===== config.mk =====
export PLATFORM = sky130hd
export DESIGN_NAME = rtt_gradient_rate_control
export DESIGN_NICKNAME = d
export VERILOG_FILES = /design/src/sv/rgrc_pkg.sv /design/src/sv/rgrc_div.sv /design/src/sv/rgrc_mul.sv /design/src/sv/rtt_gradient_rate_control.sv
export SDC_FILE = /design/constraint.sdc
export NUM_CORES = 2
export LEC_CHECK = 0
export BUFFER_PORTS_ARGS = -buffer_cell sky130_fd_sc_hd__buf_2
export CAP_MARGIN = 20
export CELL_PAD_IN_SITES_DETAIL_PLACEMENT = 0
export CELL_PAD_IN_SITES_GLOBAL_PLACEMENT = 2
export CORE_MARGIN = 5
export CORE_UTILIZATION = 43
export CTS_CLUSTER_DIAMETER = 200
export CTS_CLUSTER_SIZE = 12
export DETAILED_ROUTE_END_ITERATION = 12
export HOLD_SLACK_MARGIN = 0.03
export PLACE_DENSITY_LB_ADDON = 0.2
export RECOVER_POWER = 25
export SETUP_SLACK_MARGIN = 0.05
export SLEW_MARGIN = 30
export SYNTH_ARGS = -nofsm -noshare
export SYNTH_HDL_FRONTEND = slang
export SYNTH_SLANG_ARGS = --single-unit

===== constraint.sdc =====
create_clock -name clk -period 14.1 [get_ports clk]
set_input_delay 2.82 -clock clk [delete_from_list [all_inputs] [get_ports clk]]
set_output_delay 2.82 -clock clk [all_outputs]
set_load 0.01 [all_outputs]

===== src/sv/rgrc_pkg.sv =====
`default_nettype none
package rgrc_pkg;
  localparam int TimeW  = 48;
  localparam int RttW   = 32;
  localparam int RateW  = 25;
  localparam int Q16W   = 17;
  localparam int StageW = 5;
  localparam int DiffW  = 34;
  localparam int GradW  = 24;
  localparam int DvdW   = 50;
  localparam int MulAW  = 35;
  localparam int MulBW  = 18;
  localparam int MulPW  = MulAW + MulBW;

  localparam logic [Q16W-1:0]  OneQ16 = 17'd65536;
  localparam logic [RateW-1:0] OneQ24 = 25'd16777216;

  typedef enum logic [2:0] {
    REG_EWMA  = 3'd0,
    REG_BETA  = 3'd1,
    REG_STEP  = 3'd2,
    REG_MINR  = 3'd3,
    REG_STAGE = 3'd4,
    REG_BASE  = 3'd5,
    REG_LOW   = 3'd6,
    REG_HIGH  = 3'd7
  } reg_idx_t;

  typedef struct packed {
    logic start;
    logic [DvdW-1:0] dividend;
    logic [RttW-1:0] divisor;
  } div_req_t;
endpackage
`default_nettype wire


===== src/sv/rgrc_div.sv =====
`default_nettype none
module rgrc_div
  import rgrc_pkg::*;
(
  input  wire logic           clk,
  input  wire logic           rst,
  input  wire div_req_t       req,
  output logic                done,
  output logic [DvdW-1:0]     quotient
);
  localparam int CntW = $clog2(DvdW + 1);

  logic [RttW-1:0] rem;
  logic [RttW-1:0] dsr;
  logic [DvdW-1:0] dvd;
  logic [CntW-1:0] cnt;
  logic            busy;
  logic [RttW:0]   shifted;
  logic            fits;

  assign shifted = {rem, dvd[DvdW-1]};
  assign fits    = shifted >= {1'b0, dsr};

  // one quotient bit per cycle, restoring
  always_ff @(posedge clk) begin
    if (rst) begin
      busy <= 1'b0;
      done <= 1'b0;
      cnt  <= '0;
    end else begin
      done <= 1'b0;
      if (req.start) begin
        busy <= 1'b1;
        cnt  <= CntW'(DvdW);
      end else if (busy) begin
        cnt <= cnt - 1'b1;
        if (cnt == CntW'(1)) begin
          busy <= 1'b0;
          done <= 1'b1;
        end
      end
    end
  end

  always_ff @(posedge clk) begin
    if (req.start) begin
      rem      <= '0;
      dsr      <= req.divisor;
      dvd      <= req.dividend;
      quotient <= '0;
    end else if (busy) begin
      rem      <= fits ? RttW'(shifted - {1'b0, dsr}) : shifted[RttW-1:0];
      dvd      <= {dvd[DvdW-2:0], 1'b0};
      quotient <= {quotient[DvdW-2:0], fits};
    end
  end
endmodule
`default_nettype wire


===== src/sv/rgrc_mul.sv =====
`default_nettype none
module rgrc_mul
  import rgrc_pkg::*;
(
  input  wire logic                    clk,
  input  wire logic signed [MulAW-1:0] a,
  input  wire logic signed [MulBW-1:0] b,
  output logic signed [MulPW-1:0]      p
);
  always_ff @(posedge clk) begin
    p <= a * b;
  end
endmodule
`default_nettype wire


===== src/sv/rtt_gradient_rate_control.sv =====
`default_nettype none
// channel   dir  fields (low bit up)
// s_axis    in   tdata: sent_time[47:0], arrival_time[95:48]
// m_axis    out  tdata: rate_ratio[24:0], measured_rtt[56:25], zero pad
// apb       in   registers at 4*i, i = 0..7
// Each 50-bit division runs one bit a cycle on the shared divider, and each
// product is registered in the shared multiplier.
// Synchronous reset restores registers and state; no clearing pass.
// s_axis_tready is high only while idle; a stalled result holds in place.
module rtt_gradient_rate_control
  import rgrc_pkg::*;
(
  input  wire logic        clk,
  input  wire logic        rst,
  input  wire logic        s_axis_tvalid,
  output logic             s_axis_tready,
  input  wire logic [95:0] s_axis_tdata,  // sent_time, arrival_time
  output logic             m_axis_tvalid,
  input  wire logic        m_axis_tready,
  output logic [63:0]      m_axis_tdata,  // rate_ratio, measured_rtt
  input  wire logic        psel,
  input  wire logic        penable,
  input  wire logic        pwrite,
  input  wire logic [4:0]  paddr,
  input  wire logic [31:0] pwdata,
  output logic [31:0]      prdata,
  output logic             pready
);
  typedef enum logic [14:0] {
    S_IDLE   = 15'b000000000000001,
    S_EW1    = 15'b000000000000010,
    S_EW2    = 15'b000000000000100,
    S_EW3    = 15'b000000000001000,
    S_GDIV   = 15'b000000000010000,
    S_HI1    = 15'b000000000100000,
    S_HI2    = 15'b000000001000000,
    S_HI3    = 15'b000000010000000,
    S_GD1    = 15'b000000100000000,
    S_GD2    = 15'b000001000000000,
    S_SCALE  = 15'b000010000000000,
    S_SCL2   = 15'b000100000000000,
    S_HAI    = 15'b001000000000000,
    S_HAI2   = 15'b010000000000000,
    S_HAIADD = 15'b100000000000000
  } state_t;

  logic [Q16W-1:0]   ewma_weight, decrease_factor;
  logic [RateW-1:0]  additive_step, min_rate;
  logic [StageW-1:0] max_stage;
  logic [RttW-1:0]   base_rtt, low_threshold, high_threshold;

  state_t state;
  logic              clamp_pend, out_valid;
  logic [RttW-1:0]   rtt, last_rtt;
  logic              have_last;
  logic signed [DiffW-1:0] sd;
  logic [StageW-1:0] stage;
  logic [RateW-1:0]  rate;
  logic [30:0]       rate_tmp;
  logic signed [MulPW-1:0] acc;
  logic signed [GradW-1:0] grad;
  logic [Q16W-1:0]   keep;

  logic [Q16W-1:0]   a_eff, beta_eff;
  logic [StageW-1:0] n_eff;
  logic [RttW-1:0]   div_eff;
  logic [RateW-1:0]  minr_eff;

  logic signed [MulAW-1:0] ma;
  logic signed [MulBW-1:0] mb;
  logic signed [MulPW-1:0] mp;
  div_req_t          dreq;
  logic              ddone;
  logic [DvdW-1:0]   dq;

  logic [TimeW-1:0]  sent, arrv, tdiff;
  logic [RttW-1:0]   rtt_in;
  logic signed [MulPW:0] sum;
  logic signed [DiffW-1:0] sd_new;
  logic [DiffW-1:0]  sd_mag;
  logic signed [GradW-1:0] grad_c;
  logic              grad_pos;
  logic [StageW:0]   stage_inc;
  logic [30:0]       clamped;
  logic [36:0]       m_raw;
  logic              wr;

  assign pready   = 1'b1;
  assign wr       = psel & penable & pwrite;
  assign a_eff    = ewma_weight > OneQ16 ? OneQ16 : ewma_weight;
  assign beta_eff = decrease_factor > OneQ16 ? OneQ16 : decrease_factor;
  assign n_eff    = max_stage == '0 ? StageW'(1) : max_stage;
  assign div_eff  = base_rtt == '0 ? RttW'(1) : base_rtt;
  assign minr_eff = min_rate > OneQ24 ? OneQ24 : min_rate;

  always_ff @(posedge clk) begin
    if (rst) begin
      ewma_weight     <= 17'd57344;
      decrease_factor <= 17'd52429;
      additive_step   <= 25'd8389;
      min_rate        <= 25'd16777;
      max_stage       <= 5'd5;
      base_rtt        <= 32'd2000000;
      low_threshold   <= 32'd5000000;
      high_threshold  <= 32'd50000000;
    end else if (wr) begin
      unique case (reg_idx_t'(paddr[4:2]))
        REG_EWMA:  ewma_weight     <= pwdata[Q16W-1:0];
        REG_BETA:  decrease_factor <= pwdata[Q16W-1:0];
        REG_STEP:  additive_step   <= pwdata[RateW-1:0];
        REG_MINR:  min_rate        <= pwdata[RateW-1:0];
        REG_STAGE: max_stage       <= pwdata[StageW-1:0];
        REG_BASE:  base_rtt        <= pwdata;
        REG_LOW:   low_threshold   <= pwdata;
        REG_HIGH:  high_threshold  <= pwdata;
        default: ;
      endcase
    end
  end

  always_comb begin
    unique case (reg_idx_t'(paddr[4:2]))
      REG_EWMA:  prdata = 32'(ewma_weight);
      REG_BETA:  prdata = 32'(decrease_factor);
      REG_STEP:  prdata = 32'(additive_step);
      REG_MINR:  prdata = 32'(min_rate);
      REG_STAGE: prdata = 32'(max_stage);
      REG_BASE:  prdata = base_rtt;
      REG_LOW:   prdata = low_threshold;
      REG_HIGH:  prdata = high_threshold;
      default:   prdata = '0;
    endcase
  end

  assign sent   = s_axis_tdata[47:0];
  assign arrv   = s_axis_tdata[95:48];
  assign tdiff  = arrv - sent;
  assign rtt_in = arrv <= sent ? '0 :
                  (tdiff[47:32] != '0 ? '1 : tdiff[31:0]);

  assign sum    = (MulPW+1)'(acc) + (MulPW+1)'(mp) + (MulPW+1)'(32768);
  assign sd_new = sum[DiffW+15:16];
  assign sd_mag = sd_new[DiffW-1] ? DiffW'(-sd_new) : DiffW'(sd_new);

  // signed quotient, truncated toward zero, saturated to Q8.16
  always_comb begin
    if (sd[DiffW-1]) begin
      grad_c = dq > DvdW'(24'h800000) ? -24'sd8388608 : -$signed(dq[GradW-1:0]);
    end else begin
      grad_c = dq > DvdW'(24'h7fffff) ? 24'sd8388607 : $signed(dq[GradW-1:0]);
    end
  end
  assign grad_pos  = !sd[DiffW-1] && dq != '0;
  assign stage_inc = n_eff > StageW'(1) ? {1'b0, stage} + 1'b1 : {1'b0, stage};
  assign m_raw     = mp[52:16];

  always_comb begin
    clamped = rate_tmp > 31'(OneQ24) ? 31'(OneQ24) : rate_tmp;
    if (clamped < 31'(minr_eff)) clamped = 31'(minr_eff);
  end

  always_comb begin
    ma = '0;
    mb = '0;
    case (state)
      S_EW1: begin
        ma = MulAW'($signed({1'b0, rtt}) - $signed({1'b0, last_rtt}));
        mb = $signed({1'b0, a_eff});
      end
      S_EW2: begin
        ma = MulAW'(sd);
        mb = $signed({1'b0, OneQ16 - a_eff});
      end
      S_HI1: begin
        ma = $signed({3'b0, high_threshold});
        mb = $signed({1'b0, beta_eff});
      end
      S_GD1: begin
        ma = MulAW'(grad);
        mb = $signed({1'b0, beta_eff});
      end
      S_SCALE: begin
        ma = $signed({10'b0, rate});
        mb = $signed({1'b0, keep});
      end
      S_HAI: begin
        ma = $signed({10'b0, additive_step});
        mb = $signed({13'b0, n_eff});
      end
      default: ;
    endcase
  end

  always_comb begin
    dreq = '0;
    if (state == S_EW3) begin
      dreq.start    = 1'b1;
      dreq.dividend = {sd_mag, 16'b0};
      dreq.divisor  = div_eff;
    end else if (state == S_HI2) begin
      dreq.start    = 1'b1;
      dreq.dividend = DvdW'(mp);
      dreq.divisor  = rtt;
    end
  end

  rgrc_mul u_mul (.clk(clk), .a(ma), .b(mb), .p(mp));
  rgrc_div u_div (.clk(clk), .rst(rst), .req(dreq), .done(ddone), .quotient(dq));

  always_ff @(posedge clk) begin
    if (rst) begin
      state      <= S_IDLE;
      clamp_pend <= 1'b0;
      out_valid  <= 1'b0;
      have_last  <= 1'b0;
      last_rtt   <= '0;
      sd         <= '0;
      stage      <= StageW'(1);
      rate       <= OneQ24;
      rtt        <= '0;
    end else begin
      if (clamp_pend) begin
        rate       <= clamped[RateW-1:0];
        clamp_pend <= 1'b0;
        out_valid  <= 1'b1;
      end
      if (out_valid && m_axis_tready) begin
        out_valid <= 1'b0;
        state     <= S_IDLE;
      end
      unique case (state)
        S_IDLE: if (s_axis_tvalid && s_axis_tready) begin
          rtt       <= rtt_in;
          have_last <= 1'b1;
          if (have_last) begin
            state <= S_EW1;
          end else begin
            last_rtt  <= rtt_in;
            out_valid <= 1'b1;
            state     <= S_HAI2;
          end
        end
        // the difference is taken this cycle; advance the previous RTT after it
        S_EW1: begin
          last_rtt <= rtt;
          state    <= S_EW2;
        end
        S_EW2: begin
          acc   <= mp;
          state <= S_EW3;
        end
        S_EW3: begin
          sd    <= sd_new;
          state <= S_GDIV;
        end
        S_GDIV: if (ddone) begin
          grad <= grad_c;
          if (rtt < low_threshold) begin
            rate_tmp <= 31'(rate) + 31'(additive_step);
            clamp_pend <= 1'b1;
            state <= S_HAI2;
          end else if (rtt > high_threshold) begin
            state <= S_HI1;
          end else if (!grad_pos) begin
            if (stage_inc > {1'b0, n_eff}) begin
              stage <= n_eff;
              state <= S_HAI;
            end else begin
              stage      <= stage_inc[StageW-1:0];
              rate_tmp   <= 31'(rate) + 31'(additive_step);
              clamp_pend <= 1'b1;
              state      <= S_HAI2;
            end
          end else begin
            stage <= StageW'(1);
            state <= S_GD1;
          end
        end
        S_HI1: state <= S_HI2;
        S_HI2: state <= S_HI3;
        S_HI3: if (ddone) begin
          keep  <= dq > DvdW'(OneQ16) ? '0 : Q16W'(OneQ16 - dq[Q16W-1:0]);
          state <= S_SCALE;
        end
        S_GD1: state <= S_GD2;
        S_GD2: begin
          keep  <= m_raw > 37'(OneQ16) ? '0 : Q16W'(OneQ16 - m_raw[Q16W-1:0]);
          state <= S_SCALE;
        end
        S_SCALE: state <= S_SCL2;
        S_SCL2: begin
          rate_tmp   <= 31'(mp[52:16]);
          clamp_pend <= 1'b1;
          state      <= S_HAI2;
        end
        // wait here while the stage-limit product is registered
        S_HAI: state <= S_HAIADD;
        S_HAIADD: begin
          rate_tmp   <= 31'(rate) + 31'(mp);
          clamp_pend <= 1'b1;
          state      <= S_HAI2;
        end
        // wait for the result transfer
        S_HAI2: ;
        default: state <= S_IDLE;
      endcase
    end
  end

  assign s_axis_tready = state == S_IDLE;
  assign m_axis_tvalid = out_valid;
  assign m_axis_tdata  = {7'b0, rtt, rate};
endmodule
`default_nettype wire

==> results by group <==
Clock tree
  • TritonCTS clock tree: done
  • Clock Latency Late Sink: 700 ps
  • Postcts setup bufs: 0
  • Maximum root-to-sink buffer count: 3
  • Post_cts resized: 0
  • TritonCTS Buffers: 66
  • Hold Buf Count CTS: 0
  • H-tree depth: 3
  • Clock-pin transition on the worst setup and hold timing paths: 80 ps
  • Sink Count: 678
  • Root buf cell: clkbuf_16

Pwr
  • Comb pwr share: 0.242
  • Clock power share: 0.341
  • Leakage power: 31.6 nW
  • Sw Share: 0.343
  • NetSw: between 1.5 and 2 mW
  • Sequential Power Share: 0.417
  • Internal power: 3.37 mW
  • IR drop worst, VDD: around 0.09 mV
  • Pwr per Cell Area: 73.7 mW/mm^2
  • Total power: between 5 and 6 mW

Routing
  • DR vias/cell: 5.85
  • Vias post-DR: 57251
  • Post-route DRC: 0
  • Post-route ant nets: 0
  • DR WL/cell: between 20 and 30 microns
  • Final WL: 255 mm
  • DR iter-0 viols: 5547
  • DR pass1 iterations: 8

Synth
  • Syn Inst Count: 7753
  • Synth Register Bits: 678
  • Top-count cell post-synth: nand2_1
  • Seq/Total Area, Yosys: 0.243
  • Post-synth EDFFs: 204
  • Post-synth top cells: nand2_1 (1049), inv_1 (951), nor2_1 (707)
  • Synth top area share: 0.175
  • Ys async rst share: 0
  • Post-synth cell types: a little over 100
  • YS warnings: 0
  • Top_reg_cell synth: dfxtp_1
  • Synthesized area per cell: roughly 8.3 sq um
  • Synthesized cell area: 0.0642 sq mm
  • Area leader, netlist: fa_1
  • Synth area leaders: fa_1 (17%), dfxtp_1 (15%), edfxtp_1 (9.5%)

Layout
  • Fillers: ~15000
  • Multi-input logic area: between 0.04 and 0.05 sq mm
  • Storage element area: roughly 0.016 sq mm
  • Final Cell Area: between 0.06 and 0.07 sq mm
  • Layout area overhead: 8.35%
  • Layout cells sized above 1: 0.0721
  • Fin nets: approximately 9000

Outcome
  • Violated checks: capacitance limit, slew limit
  • Status: complete, but fails checks

Setup path
  • CP Data Arrival Time: about 12000 ps
  • Crit-path most repeated cell: fa_1
  • Slowest CP cell: o31ai_1
  • CP peak stage delay: 1070 ps
  • Crit path max fanout: 33
  • R2r startpoint: state[5]$_SDFF_PP0_
  • R2r setup slk: around 2600 ps
  • Reg2Reg Depth: 29
  • Crit Path Class: reg2reg
  • Type of origin of the critical path: flop
  • R2r endpoint: u_mul.p[52]$_DFF_P_
  • Crit end category: flop
  • WP data required: 14630 ps

Global route
  • GRT overflow: 0
  • Global-route wire length before repair: roughly 370 mm
  • Vias in the first global route: 55885
  • Largest net degree at the start of global routing: between 80 and 90
  • Initial antenna violation count: 14
  • All-Layer GR Usage: 0.318

Place
  • Routability cong.: 0.964
  • Placed cell area: 0.0678 sq mm
  • PortBufs: 228
  • Final HPWL from detailed placement: 197 mm

Floorplanning
  • I/O Pins: 239
  • Die X: 397 microns
  • Initial core utilization: 0.433
  • Die footprint: around 0.16 sq mm
  • Die Y: about 400 microns
  • Core Box Area: 0.148 sq mm
  • Std cell rows: 141

STA
  • Worst slew pin tran: 4700 ps
  • Final setup viols: 0
  • Setup TNS: 0 ps
  • Tcrit/Tclk final: 0.814
  • Final Critical Period: 11480 ps
  • Worst Clk Skew: about 57 ps
  • Slew Limit Fails: slightly below 500
  • RSZ-0062 raised after global routing: false
  • Final hold violation count: 0
  • Highest Clock Rate: slightly below 0.09 GHz
  • Slew headroom: -2.13

Hold path
  • Min-Delay Startpoint: low_threshold[16]$_SDFFE_PP0P_
  • Worst hold path type: reg2reg
  • Worst Hold Path EP: low_threshold[16]$_SDFFE_PP0P_
  • WHS Path Cells: 2

Run
  • Max cap viols: 11
## cell usage in the layout, fill, tap and decap left out, types with 50 or more instances in the layout
master,synthesis,final
nand2_1,1049,1048
inv_1,951,950
nor2_1,707,698
fa_1,560,560
a21oi_1,541,538
ha_1,479,479
dfxtp_1,474,472
o21ai_0,345,344
buf_2,9,233
edfxtp_1,204,204
nand3_1,185,184
xnor2_1,169,168
a21o_1,167,167
mux2i_1,113,113
buf_4,8,111
xor2_1,99,98
nand2b_1,93,93
nor3_1,91,89
nor2b_1,86,85
nand4_1,70,70
a22oi_1,68,68
clkbuf_16,0,67
a211oi_1,60,59
a22o_1,54,54
clkbuf_1,335,54
nor4_1,53,53
o21a_1,50,50
## layer usage
layer	vias up	global-route usage	wire length, microns	share of wire
met5	-	0	9	0.000035
met4	2	0.127	12000	0.047
met3	482	0.0647	23100	0.090
met2	2351	0.496	112000	0.44
met1	28129	0.434	108000	0.42
li1	26287	-	-	-
## area by class of cell
cell class,instances,share of cell area
Tap cell,1930,0.0347
Inverter,954,0.0515
Antenna cell,3,0.000108
Sequential cell,678,0.224
Clock inverter,7,0.00173
Clock buffer,92,0.0254
Multi-Input combinational cell,5745,0.631
Timing Repair Buffer,375,0.0311
## worst max-delay path: cells and delay by family (launching register included)
kind / cells / cell delay (ps)
xor gates and xnor gates: 1 / 120
buffers and inverters: 3 / 160
DFF: 1 / 420
adders and majority gates: 7 / 3510
and+or+nand+nor: 6 / 2630
AOI/OAI and AO/OA: 12 / 4440
## flip-flops by register name (all words and copies together) (netlist names), 34 cells and up
name,cells
acc,50
sd,34
u_div.quotient,50
u_mul.p,53
u_div.dvd,50
## cells by family (layout without fill, tap and decap cells)
logic type / Yosys count / in the layout / synth area share
flops: 678 / 678 / 0.243
mux: 126 / 126 / 0.0206
fa+ha+maj: 1039 / 1039 / 0.268
other cells: 2 / 11 / 0.000117
xor+xnor: 268 / 268 / 0.0365
buf+inv: 1336 / 1428 / 0.0788
simple gates: 2594 / 2594 / 0.182
compound gates: 1710 / 1710 / 0.171
## worst max-delay path by stage
stage,slack (ps),to,from
after detailed placement,3020,u_mul.p[52]$_DFF_P_,state[5]$_SDFF_PP0_
after floorplan,4810,u_mul.p[52]$_DFF_P_,rtt[0]$_SDFFE_PP0P_
final,2620,u_mul.p[52]$_DFF_P_,state[5]$_SDFF_PP0_
after CTS,2950,u_mul.p[52]$_DFF_P_,state[5]$_SDFF_PP0_
after global placement,3110,u_mul.p[52]$_DFF_P_,state[5]$_SDFF_PP0_
after global routing,2120,u_mul.p[52]$_DFF_P_,state[5]$_SDFF_PP0_
## power groups by stage
stage / Sequential, mW / Clock (mW) / Combinational (mW)
global route: 2.14 / 1.84 / 1.35
floorplan: 2.14 / 0 / 0.808
detailed placement: 2.18 / 0 / 1.23
CTS: 2.13 / 1.78 / 1.24
global placement: 2.18 / 0 / 1.22
finish: 2.14 / 1.75 / 1.24
## per-stage QoR
step,setup WS (ps),instances,hold WS [ps],util
after global placement,3110,9673,442,0.457
after floorplan,4810,7759,431,-
after CTS,2950,9777,457,0.470
after detailed placement,3020,9678,448,0.457
final,2620,9784,457,0.470
after global routing,2120,9781,479,0.470
Power figures use the tool's default switching activity.
